--- src/rtl/asq_pkg.sv ---
package asq_pkg;

    localparam int COUNT_BITS_DEF = 16;

    localparam logic [7:0] CHR_A     = 8'h41;
    localparam logic [7:0] CHR_C     = 8'h43;
    localparam logic [7:0] CHR_G     = 8'h47;
    localparam logic [7:0] CHR_T     = 8'h54;
    localparam logic [7:0] CHR_U     = 8'h55;
    localparam logic [7:0] CHR_Z     = 8'h5A;
    localparam logic [7:0] CHR_LO_A  = 8'h61;
    localparam logic [7:0] CHR_LO_Z  = 8'h7A;
    localparam logic [7:0] CHR_DASH  = 8'h2D;
    localparam logic [7:0] CHR_DOT   = 8'h2E;
    localparam logic [7:0] CHR_SPACE = 8'h20;
    localparam logic [7:0] CHR_TILDE = 8'h7E;
    localparam logic [7:0] CASE_GAP  = 8'h20;

    typedef struct packed {
        logic [7:0] byte_in;
        logic       last_byte;
    } t_byte_word;

    typedef struct packed {
        logic       printable;
        logic       letter;
        logic       ambig;
        logic       dash;
        logic       dot;
        logic       last;
        logic [7:0] base;
    } t_dec_word;

    function automatic t_dec_word decode(t_byte_word w);
        t_dec_word  d;
        logic [7:0] c;
        c = w.byte_in;
        if (c >= CHR_LO_A && c <= CHR_LO_Z) begin
            c = c - CASE_GAP;
        end
        if (c == CHR_U) begin
            c = CHR_T;
        end
        d.printable = (w.byte_in >= CHR_SPACE) && (w.byte_in <= CHR_TILDE);
        d.letter    = (c >= CHR_A) && (c <= CHR_Z);
        d.ambig     = d.letter && (c != CHR_A) && (c != CHR_C) && (c != CHR_G)
                      && (c != CHR_T);
        d.dash      = (c == CHR_DASH);
        d.dot       = (c == CHR_DOT);
        d.last      = w.last_byte;
        d.base      = c;
        return d;
    endfunction

endpackage

--- src/rtl/asq_if.sv ---
interface asq_byte_if;
    logic       valid;
    logic       ready;
    logic [7:0] byte_in;
    logic       last_byte;

    modport source (output valid, output byte_in, output last_byte, input ready);
    modport sink (input valid, input byte_in, input last_byte, output ready);
endinterface

interface asq_stat_if #(
    parameter int W = 16
);
    logic         valid;
    logic         ready;
    logic [W-1:0] base_count;
    logic [W-1:0] align_length;
    logic [W-1:0] ambiguous_count;
    logic [W-1:0] longest_run;
    logic [W-1:0] start_position;
    logic [W-1:0] end_position;

    modport source (
        output valid, output base_count, output align_length, output ambiguous_count,
        output longest_run, output start_position, output end_position, input ready
    );
    modport sink (
        input valid, input base_count, input align_length, input ambiguous_count,
        input longest_run, input start_position, input end_position, output ready
    );
endinterface

--- src/rtl/asq_in_stage.sv ---
module asq_in_stage (
    input  logic                 i_clk,
    input  logic                 i_rst_n,
    input  logic                 i_valid,
    output logic                 o_ready,
    input  asq_pkg::t_byte_word  i_word,
    output logic                 o_valid,
    input  logic                 i_ready,
    output asq_pkg::t_dec_word   o_word
);
    import asq_pkg::*;

    logic      r_valid;
    t_dec_word r_word;

    assign o_ready = !r_valid || i_ready;
    assign o_valid = r_valid;
    assign o_word  = r_word;

    always_ff @(posedge i_clk) begin
        if (!i_rst_n) begin
            r_valid <= 1'b0;
        end else if (o_ready) begin
            r_valid <= i_valid;
        end
    end

    always_ff @(posedge i_clk) begin
        if (o_ready && i_valid) begin
            r_word <= decode(i_word);
        end
    end

endmodule

--- src/rtl/asq_core.sv ---
module asq_core #(
    parameter int COUNT_BITS = asq_pkg::COUNT_BITS_DEF
) (
    input  logic                  i_clk,
    input  logic                  i_rst_n,
    input  logic                  i_valid,
    output logic                  o_ready,
    input  asq_pkg::t_dec_word    i_word,
    output logic                  o_valid,
    input  logic                  i_ready,
    output logic [COUNT_BITS-1:0] o_base_count,
    output logic [COUNT_BITS-1:0] o_align_length,
    output logic [COUNT_BITS-1:0] o_ambiguous_count,
    output logic [COUNT_BITS-1:0] o_longest_run,
    output logic [COUNT_BITS-1:0] o_start_position,
    output logic [COUNT_BITS-1:0] o_end_position
);
    import asq_pkg::*;

    localparam int CW = COUNT_BITS;
    localparam logic [CW-1:0] CountMax = '1;
    localparam logic [CW-1:0] CountOne = CW'(1);

    logic [CW-1:0] r_col, n_col;
    logic [CW-1:0] r_letters, n_letters;
    logic [CW-1:0] r_ambig, n_ambig;
    logic [CW-1:0] r_run, n_run;
    logic [CW-1:0] r_best, n_best;
    logic [7:0]    r_prev, n_prev;
    logic          r_ldm, n_ldm;
    logic          r_inlead, n_inlead;
    logic [CW-1:0] r_first, n_first;
    logic [CW-1:0] r_lastnd, n_lastnd;
    logic [CW-1:0] r_cbdr, n_cbdr;
    logic          r_lwd, n_lwd;

    logic          r_out_valid;
    logic [CW-1:0] r_base_count, r_align_length, r_ambiguous_count;
    logic [CW-1:0] r_longest_run, r_start_position, r_end_position;

    logic [CW-1:0] col, run, res_start, res_end;
    logic          ldm, mark;
    logic          take;

    assign o_ready = !i_word.last || !r_out_valid || i_ready;
    assign take    = i_valid && o_ready;

    always_comb begin
        n_col    = r_col;
        n_letters = r_letters;
        n_ambig  = r_ambig;
        n_run    = r_run;
        n_best   = r_best;
        n_prev   = r_prev;
        n_ldm    = r_ldm;
        n_inlead = r_inlead;
        n_first  = r_first;
        n_lastnd = r_lastnd;
        n_cbdr   = r_cbdr;
        n_lwd    = r_lwd;
        col      = (r_col == CountMax) ? r_col : r_col + CountOne;
        run      = (r_run == CountMax) ? r_run : r_run + CountOne;
        ldm      = r_ldm || ((r_col == '0) && i_word.dash);
        mark     = 1'b0;
        if (i_word.printable) begin
            n_col = col;
            n_ldm = ldm;
            if (i_word.letter) begin
                n_letters = (r_letters == CountMax) ? r_letters : r_letters + CountOne;
                if (i_word.ambig) begin
                    n_ambig = (r_ambig == CountMax) ? r_ambig : r_ambig + CountOne;
                end
                n_run = (r_prev == i_word.base) ? run : CountOne;
                if (n_run > r_best) begin
                    n_best = n_run;
                end
                n_prev = i_word.base;
            end
            if (i_word.dash && ldm) begin
                if (!r_inlead) begin
                    if (!r_lwd) begin
                        n_cbdr = r_lastnd;
                    end
                    mark = 1'b1;
                end
                n_lwd = 1'b1;
            end else begin
                n_inlead = 1'b0;
                n_lwd    = 1'b0;
                mark     = !i_word.dot;
            end
            if (mark) begin
                if (r_first == '0) begin
                    n_first = col;
                end
                n_lastnd = col;
            end
        end
        res_start = n_first;
        res_end   = n_lastnd;
        if (n_ldm && n_lwd) begin
            res_end = n_cbdr;
            if (n_cbdr == '0) begin
                res_start = '0;
            end
        end
    end

    always_ff @(posedge i_clk) begin
        if (!i_rst_n || (take && i_word.last)) begin
            r_col    <= '0;
            r_letters <= '0;
            r_ambig  <= '0;
            r_run    <= '0;
            r_best   <= CountOne;
            r_prev   <= '0;
            r_ldm    <= 1'b0;
            r_inlead <= 1'b1;
            r_first  <= '0;
            r_lastnd <= '0;
            r_cbdr   <= '0;
            r_lwd    <= 1'b0;
        end else if (take) begin
            r_col    <= n_col;
            r_letters <= n_letters;
            r_ambig  <= n_ambig;
            r_run    <= n_run;
            r_best   <= n_best;
            r_prev   <= n_prev;
            r_ldm    <= n_ldm;
            r_inlead <= n_inlead;
            r_first  <= n_first;
            r_lastnd <= n_lastnd;
            r_cbdr   <= n_cbdr;
            r_lwd    <= n_lwd;
        end
    end

    always_ff @(posedge i_clk) begin
        if (!i_rst_n) begin
            r_out_valid <= 1'b0;
        end else if (take && i_word.last) begin
            r_out_valid <= 1'b1;
        end else if (i_ready) begin
            r_out_valid <= 1'b0;
        end
    end

    always_ff @(posedge i_clk) begin
        if (take && i_word.last) begin
            r_base_count      <= n_letters;
            r_align_length    <= n_col;
            r_ambiguous_count <= n_ambig;
            r_longest_run     <= n_best;
            r_start_position  <= res_start;
            r_end_position    <= res_end;
        end
    end

    assign o_valid           = r_out_valid;
    assign o_base_count      = r_base_count;
    assign o_align_length    = r_align_length;
    assign o_ambiguous_count = r_ambiguous_count;
    assign o_longest_run     = r_longest_run;
    assign o_start_position  = r_start_position;
    assign o_end_position    = r_end_position;

    a_run_nonzero: assert property (@(posedge i_clk) disable iff (!i_rst_n)
        r_out_valid |-> (r_longest_run != '0))
        else $error("longest run is zero");

    a_counts_ordered: assert property (@(posedge i_clk) disable iff (!i_rst_n)
        r_out_valid |-> ((r_ambiguous_count <= r_base_count)
                         && (r_base_count <= r_align_length)))
        else $error("counts out of order");

    a_pos_pair: assert property (@(posedge i_clk) disable iff (!i_rst_n)
        r_out_valid |-> (((r_start_position == '0) == (r_end_position == '0))
                         && (r_start_position <= r_end_position)))
        else $error("start and end positions inconsistent");

    a_record_clear: assert property (@(posedge i_clk) disable iff (!i_rst_n)
        (take && i_word.last) |=> ((r_col == '0) && r_out_valid && r_inlead))
        else $error("record state not cleared after last word");

endmodule

--- src/rtl/aligned_sequence_statistics.sv ---
// Aligned sequence statistics: takes one raw byte of an aligned record per word, with
// last_byte on the final byte, and returns one summary word per record (base count,
// alignment length, ambiguous count, longest homopolymer run, start and end positions).
// A byte is accepted every cycle unless intake is stalled; after the last byte is
// accepted, it passes through the decode register, and the counter update then loads
// the result register. The counter update sets the rate of one byte per cycle. An
// unread result stalls intake only when the next last byte arrives. Counters are
// COUNT_BITS wide and saturate at their maximum.
module aligned_sequence_statistics #(
    parameter int COUNT_BITS = asq_pkg::COUNT_BITS_DEF
) (
    input  logic        i_clk,
    input  logic        i_rst_n,
    asq_byte_if.sink    i_byte,
    asq_stat_if.source  o_stat
);
    import asq_pkg::*;

    t_byte_word in_word;
    t_dec_word  dec_word;
    logic       dec_valid;
    logic       dec_ready;

    assign in_word.byte_in   = i_byte.byte_in;
    assign in_word.last_byte = i_byte.last_byte;

    asq_in_stage u_in_stage (
        .i_clk   (i_clk),
        .i_rst_n (i_rst_n),
        .i_valid (i_byte.valid),
        .o_ready (i_byte.ready),
        .i_word  (in_word),
        .o_valid (dec_valid),
        .i_ready (dec_ready),
        .o_word  (dec_word)
    );

    asq_core #(
        .COUNT_BITS (COUNT_BITS)
    ) u_core (
        .i_clk             (i_clk),
        .i_rst_n           (i_rst_n),
        .i_valid           (dec_valid),
        .o_ready           (dec_ready),
        .i_word            (dec_word),
        .o_valid           (o_stat.valid),
        .i_ready           (o_stat.ready),
        .o_base_count      (o_stat.base_count),
        .o_align_length    (o_stat.align_length),
        .o_ambiguous_count (o_stat.ambiguous_count),
        .o_longest_run     (o_stat.longest_run),
        .o_start_position  (o_stat.start_position),
        .o_end_position    (o_stat.end_position)
    );

endmodule
--- src/flat_wrapper.sv ---
// flat-port wrapper written by rule: the top's interface ports become plain ports
module aligned_sequence_statistics_flat import asq_pkg::*;
#(
    parameter int COUNT_BITS = asq_pkg::COUNT_BITS_DEF
)
  (i_clk, i_rst_n, i_byte_valid, i_byte_byte_in, i_byte_last_byte, i_byte_ready, o_stat_valid, o_stat_base_count, o_stat_align_length, o_stat_ambiguous_count, o_stat_longest_run, o_stat_start_position, o_stat_end_position, o_stat_ready);
  asq_byte_if i_byte_i ();
  asq_stat_if o_stat_i ();
  input  logic i_clk;
  input  logic i_rst_n;
  input wire logic [$bits(i_byte_i.valid)-1:0] i_byte_valid;
  input wire logic [$bits(i_byte_i.byte_in)-1:0] i_byte_byte_in;
  input wire logic [$bits(i_byte_i.last_byte)-1:0] i_byte_last_byte;
  output wire logic [$bits(i_byte_i.ready)-1:0] i_byte_ready;
  output wire logic [$bits(o_stat_i.valid)-1:0] o_stat_valid;
  output wire logic [$bits(o_stat_i.base_count)-1:0] o_stat_base_count;
  output wire logic [$bits(o_stat_i.align_length)-1:0] o_stat_align_length;
  output wire logic [$bits(o_stat_i.ambiguous_count)-1:0] o_stat_ambiguous_count;
  output wire logic [$bits(o_stat_i.longest_run)-1:0] o_stat_longest_run;
  output wire logic [$bits(o_stat_i.start_position)-1:0] o_stat_start_position;
  output wire logic [$bits(o_stat_i.end_position)-1:0] o_stat_end_position;
  input wire logic [$bits(o_stat_i.ready)-1:0] o_stat_ready;
  assign i_byte_i.valid = i_byte_valid;
  assign i_byte_i.byte_in = i_byte_byte_in;
  assign i_byte_i.last_byte = i_byte_last_byte;
  assign i_byte_ready = i_byte_i.ready;
  assign o_stat_valid = o_stat_i.valid;
  assign o_stat_base_count = o_stat_i.base_count;
  assign o_stat_align_length = o_stat_i.align_length;
  assign o_stat_ambiguous_count = o_stat_i.ambiguous_count;
  assign o_stat_longest_run = o_stat_i.longest_run;
  assign o_stat_start_position = o_stat_i.start_position;
  assign o_stat_end_position = o_stat_i.end_position;
  assign o_stat_i.ready = o_stat_ready;
  aligned_sequence_statistics #(.COUNT_BITS(COUNT_BITS)) u_core (.i_clk(i_clk), .i_rst_n(i_rst_n), .i_byte(i_byte_i), .o_stat(o_stat_i));
endmodule
--- config.mk ---
export PLATFORM = sky130hd
export DESIGN_NAME = aligned_sequence_statistics_flat
export DESIGN_NICKNAME = d
export VERILOG_FILES = /design/src/rtl/asq_pkg.sv /design/src/rtl/asq_if.sv /design/src/rtl/asq_in_stage.sv /design/src/rtl/asq_core.sv /design/src/rtl/aligned_sequence_statistics.sv /design/src/flat_wrapper.sv
export SDC_FILE = /design/constraint.sdc
export NUM_CORES = 1
export LEC_CHECK = 0
export ABC_AREA = 1
export BUFFER_PORTS_ARGS = -buffer_cell sky130_fd_sc_hd__buf_2
export CAP_MARGIN = 20
export CORE_MARGIN = 2
export CORE_UTILIZATION = 35
export CTS_CLUSTER_SIZE = 10
export DETAILED_ROUTE_END_ITERATION = 7
export GPL_TIMING_DRIVEN = 0
export PLACE_DENSITY = 0.52
export SLEW_MARGIN = 10
export SYNTH_ARGS = -nofsm -noshare
export SYNTH_HDL_FRONTEND = slang
export SYNTH_SLANG_ARGS = --single-unit
--- constraint.sdc ---
create_clock -name i_clk -period 4 [get_ports i_clk]
set_input_delay 0.6 -clock i_clk [delete_from_list [all_inputs] [get_ports i_clk]]
set_output_delay 0.6 -clock i_clk [all_outputs]
set_load 0.05 [all_outputs]
==> metrics.txt, run 1 <==
Peak VDD IR=303 uV; met3 usage=2.57%; leakage=6.56 nW; root buffer cell=clkbuf_16; mapped cell area=12700 um2; outcome=complete, but fails checks; total wire length=35.8 mm; leading cell type in the layout, fill and taps excluded=nand2_1; Worst EP arrival=3.91 ns; dominant synthesized flop cell=dfxtp_1; number of remaining DRC errors=9; Post-DP Area=13800 um2; crit-path max FO=10; Yosys cell types=49; # port buffers=110; H-tree depth=1; sw power=1.62 mW; cts bufs inserted=29; Worst Slack Setup Final=0.375 ns; power per cell area=408 nW/um2; first-pass GRT wire length=57.0 mm; Std-Cell Rows=69; clk sink count=251; Sw Ratio=27.0%; fin util=41.2%; GPL Wtd Cong=0.907; syn nets=1665; Syn Inst Count=1628; initial antenna violation count=0; Total GRT Usage=18.8%; flop-to-flop setup slack=0.37 ns; layout cells sized above 1=11.8%; Die Height=194 um; # setup viols final=0; asr flop ratio synth=0%; Hold Path End=u_core.u_in_stage.o_word[8]; Slew Limit Headroom=42.7%; Antenna Cells=0; die area=37800 um2; global route hottest layer=met2; Final min period=3.63 ns; placed wire-length estimate=26.7 mm; largest net degree at the start of global routing=52; final hold violation count=0; WS Path Type=reg2reg; Critical Path, Cell by Cell=buf_4 -> inv_1 -> nor2_2 -> nand3_2 -> inv_1 -> nand3_2 -> nor2_4 -> nand2_4 -> nand2_1 -> inv_1 -> nand2_1 -> o21ai_0 -> and3_1 -> ha_1 -> nand2_1 -> nor2_2 -> nand2_1 -> o211ai_1 -> nand2_1 -> nand2_1 -> nand2_2 -> buf_4 -> o21ai_0 -> inv_1; HP Class=in2reg; most frequent cells in the layout=299 x nand2_1, 274 x inv_1, 186 x o21ai_0; clk_skew=0.00860 ns; # Post-CTS Setup Buffers=0; RSZ-0062 raised after global routing=no; GR Layer Usage met1=26.7%; vias in the first global route=10500; starting density of the core=35.6%; post-detailed-route count of antenna-violating nets=0; Worst Reg-to-Reg Cells=24; WP data required=4.29 ns; slowest stage delay, CP=0.30 ns; Reg2Reg Launch Point=u_core.u_core.r_run[3]; max_cap viols=0; P&R area growth vs syn=15.9%; Reg clk slew, reported paths=0.06 ns; vias per inst=4.89; DR vias=11000; CP Capture Type=register; DRT iter0 DRCs=820; Least-Margin Pin Slew=0.858 ns; Mean Syn Cell Area=7.79 um2; fmax=0.276 GHz; post-DR wirelength/cell=15.9 um; part of the power in registers=47.9%; fin area=14700 um2; #FFs+latches synth=251; number of synthesized flops with an enable pin=110; die width=194 um; r2r endpoint=u_core.u_core.o_longest_run[14]; I/O Pins=111; Nets=1807; drt pass-1 iters=7; hold depth=1; grt total ovfl=0; failing checks=design-rule violations; min-delay src=i_byte_last_byte; Clk pwr share=39.7%; Setup TNS Final=0 ns; core area=35700 um2; CTS tree=done; sequential-to-total area share from yosys stat=48.3%; Post-Place Worst Slack=-0.196 ns; Startpoint Class=register; met2 Resource Use GR=30.5%; Internal=4.37 mW; clk buf depth=3; later-pin clock latency in the skew report=0.54 ns; combinational group share of total power=12.3%; count of warnings emitted by yosys=0; most used cell, CP=nand2_1; Max Transition Viols Final=0; Final period util=90.6%; Crit-path slowest cell=dfxtp_1
==> kinds of logic after synthesis <==
| logic type | synth area share [%] |
|---|---|
| simple gates | 20.4 |
| compound gates | 14.9 |
| buf+inv | 11.0 |
| flops | 48.3 |
| xor+xnor | 3.03 |
| fa+ha+maj | 2.37 |
==> cells in the mapped netlist, types with 3 or more instances <==
cell type,instances,area (um2)
nor4_1,6,37.5
o31ai_1,6,45.0
dfxtp_1,141,2820
inv_1,275,1030
edfxtp_1,110,3300
buf_4,5,37.5
nand3b_1,4,30.0
or2_2,5,31.3
nor2_1,148,556
nor2_2,16,100
buf_2,9,45.0
o21ai_0,190,951
nand3_1,55,275
nor3_1,24,120
ha_1,24,300
xnor2_1,9,78.8
inv_2,4,15.0
xor2_1,33,289
o211ai_1,14,105
clkbuf_1,47,176
a211oi_1,3,22.5
a31oi_1,3,18.8
a21oi_1,120,601
nand2_1,300,1130
o21ai_1,15,75.1
clkinv_1,3,11.3
buf_6,4,45.0
nand3_2,3,30.0
nand4_1,28,175
==> metrics by stage <==
step	hold slack (ns)	instances	total power [mW]
CTS	0.223	2251	6.06
global route	0.221	2251	6.26
detailed placement	0.465	2200	3.66
global placement	0.457	2199	3.65
floorplan	0.442	1628	3.43
finish	0.247	2251	5.99
==> power groups by stage <==
stage,Clock (mW),Combinational (mW),Sequential (mW)
finish,2.38,0.740,2.87
floorplan,0,0.413,3.02
global route,2.55,0.826,2.88
global placement,0,0.726,2.93
detailed placement,0,0.735,2.93
CTS,2.45,0.740,2.87
==> repair_timing <==
| action | 4_1_cts | 5_1_grt |
|---|---|---|
| endpoints found under the setup margin | 16 | 30 |
| hold buffers | 0 | 0 |
| resized for setup | 5 | 16 |
==> final cells by class <==
cell class | instances | area [um2]
repair buffers | 111 | 578
well taps | 461 | 577
clock buffers | 51 | 828
fillers | 3640 | 21000
plain buffers | 69 | 342
multi-input cells | 1026 | 5190
inverters | 282 | 1060
flip-flops and latches | 251 | 6130
==> critical path: cells and delay by family, from the launching register on <==
kind	cells	cell delay, ns
flops	1	0.30
fa+ha+maj	1	0.30
simple gates	14	1.63
compound gates	3	0.51
buf+inv	6	0.64
==> layer usage <==
metal	routed length (um)	vias up
met5	0	-
met4	517	0
met3	1700	41
met2	16000	262
met1	17600	5122
li1	-	5575
==> worst max-delay path by stage <==
stage	start	end	slack, ns
global placement	o_stat_ready	u_core.u_core.o_align_length[1]	-0.79
global route	u_core.u_core.r_run[3]	u_core.u_core.r_best[2]	0.06
CTS	u_core.u_core.r_run[3]	u_core.u_core.o_longest_run[5]	0.004
detailed placement	u_core.u_core.r_run[3]	u_core.u_core.o_longest_run[1]	-0.20
floorplan	o_stat_ready	u_core.u_core.o_align_length[0]	0.47
finish	u_core.u_core.r_run[3]	u_core.u_core.o_longest_run[14]	0.37
No activity file was read; power rests on OpenSTA's default activity.
==> run 2, diff against run 1 <==
ABC_AREA = default   (was 1)
BUFFER_PORTS_ARGS = -buffer_cell sky130_fd_sc_hd__clkbuf_2   (was -buffer_cell sky130_fd_sc_hd__buf_2)
CTS_BUF_LIST = sky130_fd_sc_hd__clkbuf_2   (was default)
==> metrics.txt, run 2 <==
outcome=finished, final reports clean; starting density of the core=35.7%; drt pass-1 iters=5; Post-DP Area=13200 um2; Reg clk slew, reported paths=0.09 ns; Yosys cell types=70; H-tree depth=3; Std-Cell Rows=67; Synth area leader=edfxtp_1; most frequent cells in the layout=213 x clkbuf_2, 151 x nor2_1, 136 x dfxtp_1; largest net degree at the start of global routing=59; syn nets=1279; clk buf depth=3; Least-Margin Pin Slew=0.910 ns; GPL Wtd Cong=0.812; Slew Limit Headroom=39.3%; I/O Pins=111; Worst EP arrival=4.39 ns; number of synthesized flops with an enable pin=110; Total GRT Usage=18.0%; Peak VDD IR=148 uV; root buffer cell=clkbuf_2; WS Path Type=reg2reg; leading cell type in the layout, fill and taps excluded=clkbuf_2; final hold violation count=0; fin area=14100 um2; mapped cell area=12000 um2; Nets=1472; synth top area cells=edfxtp_1 27%, dfxtp_1 23%, nor2_1 4.8%; vias per inst=5.09; Worst Slack Setup Final=0.222 ns; #FFs+latches synth=251; CTS tree=done; Max Transition Viols Final=0; DR vias=9847; P&R area growth vs syn=17.0%; initial antenna violation count=1; crit-path max FO=10; Setup TNS Final=0 ns; later-pin clock latency in the skew report=0.87 ns; total wire length=32.5 mm; Final period util=94.4%; Hold Slack=0.0946 ns; first-pass GRT wire length=51.0 mm; cts bufs inserted=70; DRT iter0 DRCs=663; sequential-to-total area share from yosys stat=51.0%; Mean Syn Cell Area=9.68 um2; leakage=5.02 nW; Post-synth top cells=153 x nor2_1, 141 x dfxtp_1, 133 x nand2_1, 110 x edfxtp_1, 89 x a21oi_1; Post-Place Worst Slack=-0.729 ns; number of remaining DRC errors=0; Die Height=189 um; die width=189 um; # setup viols final=0; WP data required=4.62 ns; count of warnings emitted by yosys=0; placed wire-length estimate=22.5 mm; Syn Inst Count=1242; asr flop ratio synth=0%; CP Capture Type=register; # port buffers=110; vias in the first global route=9374; layout cells sized above 1=22.4%; post-DR wirelength/cell=16.8 um; dpl cells=1801; clk sink count=251; HP Class=in2reg; max_cap viols=0; Final min period=3.78 ns; Startpoint Class=register; core area=33700 um2; power per cell area=361 nW/um2; clk_skew=0.0947 ns; top cell type's share of synthesized area=27.5%; dominant synthesized flop cell=dfxtp_1; top-count cell post-synth=nor2_1; fmax=0.265 GHz; grt total ovfl=0; die area=35800 um2; non-filler cells in the finished layout=1934; post-detailed-route count of antenna-violating nets=0
## run 2: cell types whose count changed in the layout (fill, tap and decap cells not counted), sizes merged, moves of 17 or more
cell,previous run,this run
o21ai,206,32
nand2,303,134
mux2i,0,35
a21oi,122,92
xnor2,9,47
mux2,0,30
a211oi,3,20
nor4,7,28
buf,134,34
inv,280,42
clkbuf,97,255
## run 2: critical path, stage by stage (launching register included)
cell,delay [ns]
dfxtp_1,0.31
buf_2,0.18
nand4_1,0.28
buf_4,0.25
nor4_4,0.20
buf_4,0.22
mux2i_1,0.22
nor2_2,0.09
ha_1,0.31
nor2b_1,0.14
o211ai_1,0.13
a2111oi_4,0.39
o31ai_4,0.14
nor2_4,0.14
buf_6,0.18
mux2_2,0.36
## run 2: final timing paths
path	start	endpoint	slack (ns)	depth (start not counted)
setup / recovery	u_core.u_core.r_run[12]	u_core.u_core.o_longest_run[0]	0.22	15
hold reg to reg	u_core.u_core.r_prev[5]	u_core.u_core.r_prev[5]	0.47	2
setup reg to reg	u_core.u_core.r_run[12]	u_core.u_core.o_longest_run[0]	0.22	15
hold / removal	i_rst_n	u_core.u_in_stage.o_valid	0.09	2
## run 2: metal layers
layer | global-route usage, % | routed length [um]
met1 | 23.9 | 15000
met2 | 29.0 | 15100
met3 | 3.82 | 1750
met4 | 6.17 | 691
met5 | 0 | 0
## run 2: cell type report
| type | instances | area, um2 |
|---|---|---|
| antenna | 1 | 2.50 |
| buffer | 69 | 308 |
| clock buffer | 100 | 500 |
| clock inverter | 22 | 156 |
| fill | 3503 | 19600 |
| inverter | 39 | 149 |
| multi-input combinational | 883 | 5600 |
| sequential | 251 | 6130 |
| tap | 448 | 561 |
| timing repair buffer | 121 | 656 |
## run 2: through the flow
stage	power, mW	util (%)
detailed placement	3.20	39.1
finish	5.08	41.7
global placement	3.20	39.0
floorplan	3.08	-
global route	5.34	41.7
CTS	5.17	41.3
## run 2: cell families (layout without fill, tap and decap cells)
family,count (synthesis),in the layout,synth area share [%]
AO/OA/AOI/OAI,215,215,11.4
XOR/XNOR,76,76,5.54
adder cells (fa/ha/maj),24,24,2.50
buffers and inverters,108,351,3.71
flip-flops,251,251,51.0
multiplexers,65,65,5.72
other,0,1,0
AND/OR/NAND/NOR,503,503,20.2
## run 2: repair_timing
item / CTS / global route
setup buffers: 1 / 8
resized for setup: 19 / 18
endpoints found under the hold margin: 1 / 0
hold buffers: 1 / 0
pin swaps: 3 / 4
setup endpoints to repair: 28 / 26
cloned: 0 / 0
## run 2: power by group
part	total, mW	leakage (nW)	internal (mW)	switching, mW
Sequential	2.74	2.09	2.72	0.0256
Clock	1.93	0.492	0.810	1.12
Combinational	0.399	2.44	0.0886	0.310
==> run 3, diff against run 2 <==
CORE_UTILIZATION = 50   (was 35)
CTS_BUF_LIST = default   (was sky130_fd_sc_hd__clkbuf_2)
HOLD_SLACK_MARGIN = 0.05   (was default)
PLACE_DENSITY = 0.69   (was 0.52)
==> metrics.txt, run 3 (synthesized netlist as in run 2, its figures left out) <==
part of the power in registers=50.0%; Antenna Cells=0; largest net degree at the start of global routing=65; leakage=4.92 nW; sw power=1.32 mW; GR Layer Usage met1=32.2%; dpl cells=1672; Crit-path slowest cell=or3_1; HP Class=in2reg; P&R area growth vs syn=16.8%; later-pin clock latency in the skew report=0.54 ns; # port buffers=110; # setup viols final=0; GPL Wtd Cong=0.925; min-delay src=i_byte_last_byte; total wire length=28.8 mm; Post-CTS Hold Fix Bufs=0; Worst Slack Setup Final=0.147 ns; outcome=finished, final reports clean; starting density of the core=51.1%; crit path buf inv count=2; Least-Margin Pin Slew=0.908 ns; final hold violation count=0; Startpoint Class=register; die width=159 um; vias per inst=5.58; CP Capture Type=register; WP data required=4.28 ns; non-filler cells in the finished layout=1734; met2 Resource Use GR=34.2%; clk_skew=0.0141 ns; Setup crit start=u_core.u_core.r_run[12]; Total GRT Usage=22.2%; Sw Ratio=24.0%; most frequent cells in the layout=151 x nor2_1, 135 x dfxtp_1, 132 x nand2_1; post-detailed-route count of antenna-violating nets=0; Post-DP Area=13000 um2; Nets=1430; WS Path Type=reg2reg; Critical Path, Cell by Cell=buf_2 -> nand4_1 -> or3_1 -> or3_1 -> a21oi_2 -> ha_1 -> nand4_1 -> a2111oi_4 -> o31ai_4 -> nor2_4 -> buf_6 -> mux2_2; CTS tree=done; Post-Place Worst Slack=-0.741 ns; Reg clk slew, reported paths=0.06 ns; DRT iter0 DRCs=593; drt pass-1 iters=5; first-pass GRT wire length=46.5 mm; Internal=4.18 mW; Clk pwr share=42.9%; Die Height=159 um; die area=25300 um2; Std-Cell Rows=56; slowest stage delay, CP=0.44 ns; Max Transition Viols Final=0; vias in the first global route=8992; Slew Limit Headroom=39.1%; Peak VDD IR=298 uV; H-tree depth=1; I/O Pins=111; power per cell area=392 nW/um2; leading cell type in the layout, fill and taps excluded=nor2_1; initial antenna violation count=0; core area=23500 um2; root buffer cell=clkbuf_16; combinational group share of total power=7.1%; fmax=0.260 GHz; DR vias=9671; Worst EP arrival=4.14 ns; cts bufs inserted=29; Final period util=96.3%; grt total ovfl=0; Final min period=3.85 ns; crit-path max FO=10; Reg2Reg Launch Point=u_core.u_core.r_run[12]; clk buf depth=3; post-DR wirelength/cell=16.6 um; Hold Slack=0.287 ns; max_cap viols=0; met3 usage=3.99%; number of remaining DRC errors=0; placed wire-length estimate=20.3 mm; layout cells sized above 1=17.9%; Final Total Pwr=5.50 mW; global route hottest layer=met2; clk sink count=251; fin area=14000 um2; delay-heaviest family, CP=simple AND/OR/NAND/NOR gates
==> run 3: repair_timing <==
item / in CTS / in global routing
setup buffers: 3 / 6
setup endpoints to repair: 26 / 26
resized for setup: 20 / 14
pin swaps: 4 / 6
==> run 3: path summary, 6_finish.rpt <==
check | endpoint | slack (ns) | cells after the start
min | u_core.u_in_stage.o_word[8] | 0.29 | 1
max reg2reg | u_core.u_core.o_longest_run[2] | 0.15 | 12
min reg2reg | u_core.u_core.r_prev[3] | 0.46 | 2
max | u_core.u_core.o_longest_run[2] | 0.15 | 12
==> run 3: final cells by class <==
| class | count | area, um2 |
|---|---|---|
| Fill cell | 2087 | 9500 |
| Sequential cell | 251 | 6130 |
| Multi-Input combinational cell | 883 | 5580 |
| Clock buffer | 51 | 818 |
| Timing Repair Buffer | 120 | 646 |
| Tap cell | 319 | 399 |
| Buffer | 69 | 308 |
| Inverter | 39 | 149 |
| Clock inverter | 2 | 13.8 |
==> run 3: routing by layer <==
metal | vias to the layer above | part of all wire [%]
met2 | 302 | 44
met1 | 4562 | 47
li1 | 4752 | -
met3 | 55 | 6.8
met4 | 0 | 2.4
met5 | - | 0
==> run 3: stage by stage <==
step | utilization (%) | setup TNS [ns]
6_report | 59.7 | 0
5_1_grt | 59.7 | -0.450
4_1_cts | 59.3 | 0
3_5_place_dp | 55.2 | -12.30
3_3_place_gp | 55.1 | -16.76
2_1_floorplan | - | 0
==> run 3: power groups by stage <==
| stage | combinational (mW) | sequential [mW] | clock (mW) |
|---|---|---|---|
| after global placement | 0.379 | 2.81 | 0 |
| final | 0.392 | 2.75 | 2.36 |
| after floorplan | 0.153 | 2.92 | 0 |
| after global routing | 0.420 | 2.75 | 2.50 |
| after detailed placement | 0.386 | 2.80 | 0 |
| after CTS | 0.391 | 2.75 | 2.40 |
